<file path="src/rtl/core/lr_pkg.sv">
// ----------------------------------------------------------------------------
// lr_pkg
// Shared constants and codes for the line rasterizer core.
// ----------------------------------------------------------------------------
package lr_pkg;

  localparam int unsigned COORD_BITS_DEF = 9;
  localparam int unsigned COLOR_BITS     = 16;

  typedef enum logic {
    FUNC_LOAD    = 1'b0,
    FUNC_ADVANCE = 1'b1
  } lr_func_t;

  // Line setup handed from the setup logic to the stepping engine.
  typedef struct packed {
    logic steep;
    logic minor_neg;
  } lr_dir_t;

endpackage

</file>
<file path="src/rtl/core/lr_setup.sv">
// ----------------------------------------------------------------------------
// lr_setup
// Combinational line setup: major axis, endpoint swap, step sign and the
// initial decision term.
// ----------------------------------------------------------------------------
module lr_setup #(
  parameter int unsigned CB = lr_pkg::COORD_BITS_DEF
) (
  input  logic [CB-1:0]        x0,
  input  logic [CB-1:0]        y0,
  input  logic [CB-1:0]        x1,
  input  logic [CB-1:0]        y1,
  output logic [CB-1:0]        first_x,
  output logic [CB-1:0]        first_y,
  output logic [CB-1:0]        major_end,
  output logic [CB-1:0]        major_delta,
  output logic [CB-1:0]        minor_delta,
  output lr_pkg::lr_dir_t      dir,
  output logic signed [CB+2:0] decision
);
  import lr_pkg::*;

  logic [CB-1:0] adx;
  logic [CB-1:0] ady;
  logic          steep;
  logic          swap;
  logic [CB-1:0] sx0, sy0, sx1, sy1;

  always_comb begin
    adx   = (x1 > x0) ? (x1 - x0) : (x0 - x1);
    ady   = (y1 > y0) ? (y1 - y0) : (y0 - y1);
    // equal deltas go y-major
    steep = !(ady < adx);
    swap  = steep ? (y0 > y1) : (x0 > x1);
    sx0   = swap ? x1 : x0;
    sy0   = swap ? y1 : y0;
    sx1   = swap ? x0 : x1;
    sy1   = swap ? y0 : y1;

    first_x       = sx0;
    first_y       = sy0;
    major_end     = steep ? sy1 : sx1;
    major_delta   = steep ? ady : adx;
    minor_delta   = steep ? adx : ady;
    dir.steep     = steep;
    dir.minor_neg = steep ? (sx1 < sx0) : (sy1 < sy0);
    decision      = $signed({2'b00, minor_delta, 1'b0}) - $signed({3'b000, major_delta});
  end

endmodule

</file>
<file path="src/rtl/core/lr_engine.sv">
// ----------------------------------------------------------------------------
// lr_engine
// Line state registers and one Bresenham step per accepted advance.
// ----------------------------------------------------------------------------
module lr_engine #(
  parameter int unsigned CB = lr_pkg::COORD_BITS_DEF
) (
  input  logic                          clk,
  input  logic                          rst,
  input  logic                          accept,
  input  lr_pkg::lr_func_t              func,
  input  logic [CB-1:0]                 start_x,
  input  logic [CB-1:0]                 start_y,
  input  logic [CB-1:0]                 end_x,
  input  logic [CB-1:0]                 end_y,
  input  logic [lr_pkg::COLOR_BITS-1:0] pixel_color,
  output logic                          push,
  output logic [CB-1:0]                 emit_x,
  output logic [CB-1:0]                 emit_y,
  output logic [lr_pkg::COLOR_BITS-1:0] emit_color,
  output logic                          emit_last
);
  import lr_pkg::*;

  localparam int unsigned DW = CB + 3;

  logic [CB-1:0]         cur_x, cur_y, major_end, major_delta, minor_delta;
  logic signed [DW-1:0]  decision;
  lr_dir_t               dir;
  logic [COLOR_BITS-1:0] line_color;
  logic                  active;

  logic [CB-1:0]         ld_x, ld_y, ld_end, ld_major, ld_minor;
  lr_dir_t               ld_dir;
  logic signed [DW-1:0]  ld_decision;

  logic [CB-1:0]         major, minor, major_step, minor_step;
  logic                  last, dec_pos;
  logic signed [DW-1:0]  dec_adj;
  logic [CB-1:0]         cur_x_next, cur_y_next;
  logic signed [DW-1:0]  decision_next;

  lr_setup #(.CB(CB)) u_setup (
    .x0          (start_x),
    .y0          (start_y),
    .x1          (end_x),
    .y1          (end_y),
    .first_x     (ld_x),
    .first_y     (ld_y),
    .major_end   (ld_end),
    .major_delta (ld_major),
    .minor_delta (ld_minor),
    .dir         (ld_dir),
    .decision    (ld_decision)
  );

  always_comb begin
    major      = dir.steep ? cur_y : cur_x;
    minor      = dir.steep ? cur_x : cur_y;
    last       = (major == major_end);
    dec_pos    = !decision[DW-1] && (decision != '0);
    major_step = major + CB'(1);
    minor_step = dir.minor_neg ? (minor - CB'(1)) : (minor + CB'(1));
    if (!dec_pos) begin
      minor_step = minor;
    end
    dec_adj       = dec_pos ? (decision - $signed({2'b00, major_delta, 1'b0})) : decision;
    decision_next = dec_adj + $signed({2'b00, minor_delta, 1'b0});
    cur_x_next    = dir.steep ? minor_step : major_step;
    cur_y_next    = dir.steep ? major_step : minor_step;

    push       = accept && (func == FUNC_ADVANCE) && active;
    emit_x     = cur_x;
    emit_y     = cur_y;
    emit_color = line_color;
    emit_last  = last;
  end

  always_ff @(posedge clk) begin
    if (rst) begin
      active <= 1'b0;
    end else if (accept && (func == FUNC_LOAD)) begin
      active <= 1'b1;
    end else if (push && last) begin
      active <= 1'b0;
    end
  end

  always_ff @(posedge clk) begin
    if (accept && (func == FUNC_LOAD)) begin
      cur_x       <= ld_x;
      cur_y       <= ld_y;
      major_end   <= ld_end;
      major_delta <= ld_major;
      minor_delta <= ld_minor;
      dir         <= ld_dir;
      decision    <= ld_decision;
      line_color  <= pixel_color;
    end else if (push && !last) begin
      cur_x    <= cur_x_next;
      cur_y    <= cur_y_next;
      decision <= decision_next;
    end
  end

`ifndef ASSERT_OFF
  a_last_idles: assert property (@(posedge clk) disable iff (rst)
    (push && last) |=> !active)
    else $error("engine still active after final pixel");
  a_load_arms: assert property (@(posedge clk) disable iff (rst)
    (accept && (func == FUNC_LOAD)) |=> active)
    else $error("load did not arm the engine");
  a_step_major: assert property (@(posedge clk) disable iff (rst)
    (push && !last) |=> ((dir.steep ? cur_y : cur_x) == $past(major_step)))
    else $error("major coordinate did not advance by one");
`endif

endmodule

</file>
<file path="src/rtl/core/lr_obuf.sv">
// ----------------------------------------------------------------------------
// lr_obuf
// Two-entry output queue that decouples the engine from the result channel.
// ----------------------------------------------------------------------------
module lr_obuf #(
  parameter int unsigned WIDTH = 35
) (
  input  logic             clk,
  input  logic             rst,
  input  logic             push,
  input  logic [WIDTH-1:0] push_data,
  output logic             full,
  output logic             out_valid,
  input  logic             out_ready,
  output logic [WIDTH-1:0] out_data
);
  import lr_pkg::*;

  logic [WIDTH-1:0] mem [2];
  logic             wr_ptr, rd_ptr;
  logic [1:0]       count;
  logic             pop;

  assign pop       = out_valid && out_ready;
  assign out_valid = (count != 2'd0);
  assign full      = (count == 2'd2);
  assign out_data  = mem[rd_ptr];

  always_ff @(posedge clk) begin
    if (rst) begin
      wr_ptr <= 1'b0;
      rd_ptr <= 1'b0;
      count  <= 2'd0;
    end else begin
      if (push) begin
        wr_ptr <= !wr_ptr;
      end
      if (pop) begin
        rd_ptr <= !rd_ptr;
      end
      count <= count + {1'b0, push} - {1'b0, pop};
    end
  end

  always_ff @(posedge clk) begin
    if (push) begin
      mem[wr_ptr] <= push_data;
    end
  end

`ifndef ASSERT_OFF
  a_no_overflow: assert property (@(posedge clk) disable iff (rst)
    push |-> !full)
    else $error("push into full output queue");
  a_count_range: assert property (@(posedge clk) disable iff (rst)
    count != 2'd3)
    else $error("output queue count out of range");
  a_hold_result: assert property (@(posedge clk) disable iff (rst)
    (out_valid && !out_ready) |=> (out_valid && $stable(out_data)))
    else $error("stalled result changed");
`endif

endmodule

</file>
<file path="src/rtl/core/line_rasterizer_core.sv">
// ----------------------------------------------------------------------------
// line_rasterizer_core
// Bresenham line generator for all octants, one pixel per advance.
// ----------------------------------------------------------------------------
// channel | handshake           | payload
// --------+---------------------+------------------------------------------------
// in      | in_valid / in_ready | func, start_x, start_y, end_x, end_y, pixel_color
// out     | out_valid/out_ready | pixel_x, pixel_y, color_out, last_pixel
//
// One item per cycle while in_ready is high: a load or an advance updates the
// line registers in the cycle it is accepted; an emitted pixel passes through
// the output queue to out. The step loop (one add and compare on the decision
// term) sets the rate. Reset leaves the engine idle and the output queue empty.
// in_ready drops only while both output queue entries hold untaken pixels.
// ----------------------------------------------------------------------------
module line_rasterizer_core #(
  parameter int unsigned COORD_BITS = lr_pkg::COORD_BITS_DEF
) (
  input  logic                          clk,
  input  logic                          rst,
  input  logic                          in_valid,
  output logic                          in_ready,
  input  logic                          func,
  input  logic [COORD_BITS-1:0]         start_x,
  input  logic [COORD_BITS-1:0]         start_y,
  input  logic [COORD_BITS-1:0]         end_x,
  input  logic [COORD_BITS-1:0]         end_y,
  input  logic [lr_pkg::COLOR_BITS-1:0] pixel_color,
  output logic                          out_valid,
  input  logic                          out_ready,
  output logic [COORD_BITS-1:0]         pixel_x,
  output logic [COORD_BITS-1:0]         pixel_y,
  output logic [lr_pkg::COLOR_BITS-1:0] color_out,
  output logic                          last_pixel
);
  import lr_pkg::*;

  localparam int unsigned RW = 2 * COORD_BITS + COLOR_BITS + 1;

  logic                  accept, push, full, emit_last;
  logic [COORD_BITS-1:0] emit_x, emit_y;
  logic [COLOR_BITS-1:0] emit_color;
  logic [RW-1:0]         out_data;
  lr_func_t              func_code;

  assign in_ready  = !full;
  assign accept    = in_valid && in_ready;
  assign func_code = lr_func_t'(func);

  lr_engine #(.CB(COORD_BITS)) u_engine (
    .clk         (clk),
    .rst         (rst),
    .accept      (accept),
    .func        (func_code),
    .start_x     (start_x),
    .start_y     (start_y),
    .end_x       (end_x),
    .end_y       (end_y),
    .pixel_color (pixel_color),
    .push        (push),
    .emit_x      (emit_x),
    .emit_y      (emit_y),
    .emit_color  (emit_color),
    .emit_last   (emit_last)
  );

  lr_obuf #(.WIDTH(RW)) u_obuf (
    .clk       (clk),
    .rst       (rst),
    .push      (push),
    .push_data ({emit_x, emit_y, emit_color, emit_last}),
    .full      (full),
    .out_valid (out_valid),
    .out_ready (out_ready),
    .out_data  (out_data)
  );

  assign {pixel_x, pixel_y, color_out, last_pixel} = out_data;

endmodule
</file>
<file path="config.mk">
export PLATFORM = sky130hd
export DESIGN_NAME = line_rasterizer_core
export DESIGN_NICKNAME = d
export VERILOG_FILES = /design/src/rtl/core/lr_pkg.sv /design/src/rtl/core/lr_setup.sv /design/src/rtl/core/lr_engine.sv /design/src/rtl/core/lr_obuf.sv /design/src/rtl/core/line_rasterizer_core.sv
export SDC_FILE = /design/constraint.sdc
export NUM_CORES = 1
export LEC_CHECK = 0
export BUFFER_PORTS_ARGS = -buffer_cell sky130_fd_sc_hd__buf_2
export CORE_ASPECT_RATIO = 1.1
export CORE_MARGIN = 5
export CORE_UTILIZATION = 47
export DETAILED_ROUTE_END_ITERATION = 10
export PLACE_DENSITY = 0.62
export SYNTH_ARGS = -nofsm -noshare
export SYNTH_HDL_FRONTEND = slang
export SYNTH_SLANG_ARGS = --single-unit
export TNS_END_PERCENT = 20
</file>
<file path="constraint.sdc">
create_clock -name clk -period 11.2 [get_ports clk]
set_clock_uncertainty 0.05 [all_clocks]
set_input_delay 2.24 -clock clk [delete_from_list [all_inputs] [get_ports clk]]
set_output_delay 2.24 -clock clk [all_outputs]
set_load 0.03 [all_outputs]
</file>
==> flow_summary.json <==
{
  "h-tree-depth": 4,
  "io_pins": 94,
  "grt_usage_pct": 19.0,
  "synth_nets": 1177,
  "drc": 0,
  "vdd_ir_drop_max_v": 0.000122,
  "yosys_warnings": 0,
  "core-area_sq_mm": 0.0220,
  "most-common-layout-cells": "145 x edfxtp_1, 123 x nand2_1, 93 x buf_2, 89 x inv_1, 77 x ha_1",
  "postSynth.asyncResetShare_pct": 0,
  "synth_seq_area_share_pct": 42.9,
  "cts_sinks": 151,
  "syn_inst": 1035,
  "antenna_found_initial": 0,
  "die_h_microns": 166,
  "power_density_mw_per_mm2": 277,
  "synth.top_cell.area_share_pct": 41.8,
  "dr_wl_met3_microns": 1300,
  "dieWidth_microns": 152,
  "grt_pass1_vias": 7572,
  "drive_above_1_share_pct": 18.2,
  "critPathLaunchType": "input port",
  "synth_edf_count": 145,
  "cts-buffers-inserted": 17,
  "grt_first_pass_wirelength_microns": 39200,
  "io_buffer_count": 93,
  "min_period_ns": 8.67,
  "synth_area_sq_mm": 0.0104,
  "fmax_mhz": 115,
  "postCtsHoldBufs": 0,
  "rsz0062_at_grt": "false",
  "hp-class": "flop to flop",
  "drtPass1Iterations": 5,
  "fin_ws_ns": 2.53,
  "reg2reg_from": "u_engine.decision[10]$_DFFE_PP_",
  "status": "finished clean",
  "slew_headroom_pct": 30.8,
  "dieArea_sq_mm": 0.0253,
  "cts_root_buf": "clkbuf_16",
  "max_cap_viol_count": 0,
  "clk_pin_slew_worst_paths_ns": 0.08,
  "ant_nets": 0,
  "cp-startpoint": "start_y[6]",
  "finalHoldViolCount": 0,
  "cts_tree": "yes",
  "dpl.hpwl_microns": 18500,
  "dp_worst_setup_slack_ns": 2.12,
  "insertion_delay_ns": 0.42,
  "worst_pin_slew_ns": 1.02,
  "row_count": 57,
  "syn_to_final_growth_pct": 12.7,
  "timing.final.max_slew_violations": 0,
  "synth_ff_type": "edfxtp_1",
  "yosys.area.top_type": "edfxtp_1",
  "gp_congestion": 0.984,
  "synth_fa_ha_area_share_pct": 11.0,
  "muxShareOfSynthArea_pct": 8.56,
  "wl_met2_microns": 11300,
  "synth_compound_area_share_pct": 14.3,
  "yosys-top-cells-area": "edfxtp_1 42%, ha_1 9.2%, mux2_2 5.5%, nand2_1 4.4%, xnor2_1 3.5%",
  "synth_xor_xnor_area_share_pct": 5.53,
  "tns_ns": 0,
  "setup_viol": 0,
  "vias": 7796,
  "viasPerCell": 5.47,
  "critPathKind": "input port to flop",
  "min_from": "u_engine.emit_color[9]$_DFFE_PP_",
  "synth_cell_types": 71,
  "ys_seq_elements": 151,
  "post-route-period-util_pct": 77.4,
  "whs_ns": 0.388,
  "clockBufferDepth": 2,
  "critPathMaxFanout": 28,
  "grt_overflow": 0,
  "ctsResizeCount": 0,
  "grt_max_degree": 74,
  "layout.nets": 1258,
  "synth-simple-area-share_pct": 12.8,
  "initial_core_util_pct": 47.4,
  "wire_per_inst_microns": 17.1,
  "m1WireLength_microns": 11400,
  "synth_top_family_by_area": "compound AO/OA/AOI/OAI gates",
  "cp.arrival_ns": 8.88,
  "postCtsSetupBuffers": 0,
  "syn_area_per_cell_sq_um": 10.1,
  "endpoint_kind": "flop",
  "highest_layer": "met4",
  "diodes": 0,
  "final_common_cell": "edfxtp_1",
  "finalPower_mw": 3.26,
  "leakagePower_nw": 4.83,
  "wl_microns": 24400,
  "cp.required_ns": 11.42,
  "drtIter0Drc": 649
}
-- routing by layer --
metal | track usage, % | vias to the layer above
li1 | - | 3874
met5 | 0 | -
met2 | 30.6 | 237
met3 | 2.95 | 29
met1 | 26.8 | 3656
met4 | 5.24 | 0
-- registers in the layout, indices dropped and copies added, names as in the netlist, named ones only --
signal                cells
u_obuf.mem               70
u_engine.emit_color      16
u_engine.decision        12
u_engine.emit_x           9
u_engine.emit_y           9
u_engine.major_delta      9
u_engine.major_end        9
u_engine.minor_delta      9
u_engine.dir              2
u_obuf.count              2
u_engine.active           1
u_obuf.rd_ptr             1
u_obuf.wr_ptr             1
-- stage by stage --
stage,util [%],std cells,cell area (sq um)
2_1_floorplan,-,1035,10400
3_3_place_gp,50.8,1392,11100
6_report,53.5,1424,11700
5_1_grt,53.5,1424,11700
4_1_cts,53.5,1424,11700
3_5_place_dp,50.8,1392,11100
-- critical path: stages --
cell and delay [ns]:
buf_2 0.13, inv_1 0.07, ha_1 0.42, and4_1 0.28, nand4_1 0.16, o21ai_1 0.23, nor2_2 0.17, o31ai_1 0.36
o21ai_0 0.12, a21boi_0 0.31, xnor2_1 0.22, ha_1 0.29, nor2b_1 0.13, o21ai_0 0.14, nand2b_1 0.07, a21oi_1 0.25
o31ai_2 0.17, nor2_4 0.56, inv_4 0.28, mux2i_1 0.29, ha_1 0.33, a21o_1 0.23, maj3_1 0.35, mux2_4 0.30
a221oi_4 0.25, o21ai_1 0.12, and2_1 0.20, o31ai_2 0.20
-- power by group --
group	leakage (nW)	internal [mW]	switching [mW]
clock network	0.291	0.301	0.258
registers	1.38	0.800	0.0782
logic	3.15	0.743	1.08
total	4.83	1.84	1.41
-- final timing paths --
check | end | slack, ns | cells past startpoint
min | u_obuf.mem[1][10]$_DFFE_PP_ | 0.39 | 0
max | u_engine.decision[8]$_DFFE_PP_ | 2.53 | 28
min reg2reg | u_obuf.mem[1][10]$_DFFE_PP_ | 0.39 | 0
max reg2reg | u_engine.decision[11]$_DFFE_PP_ | 7.01 | 16
-- cell families (layout without fill, tap and decap cells) --
kind of cell / Yosys count / in the layout
compound gates: 237 / 237
flops: 151 / 151
mux: 81 / 81
simple gates: 286 / 286
buf+inv: 128 / 222
xor+xnor: 65 / 65
fa+ha+maj: 87 / 87
-- Yosys cell counts, types with 11 or more instances --
library cell	n
nand3_1	11
a21o_1	12
a31oi_1	27
nor3_1	16
mux2i_1	28
a211oi_1	19
clkbuf_1	20
ha_1	77
edfxtp_1	145
xnor2_1	42
o21ai_0	58
nor2_1	63
a21oi_1	63
nor2b_1	15
xor2_1	22
mux2_2	51
nand2_1	123
inv_1	89
-- cell type report --
type,count,area [sq um]
clock inverter,15,166
clock buffer,17,425
multi-input combinational,756,5450
sequential,151,4470
inverter,91,345
timing repair buffer,99,510
tap,295,369
fill,2030,10200
Note: power is estimated with default switching activity, not from simulation.
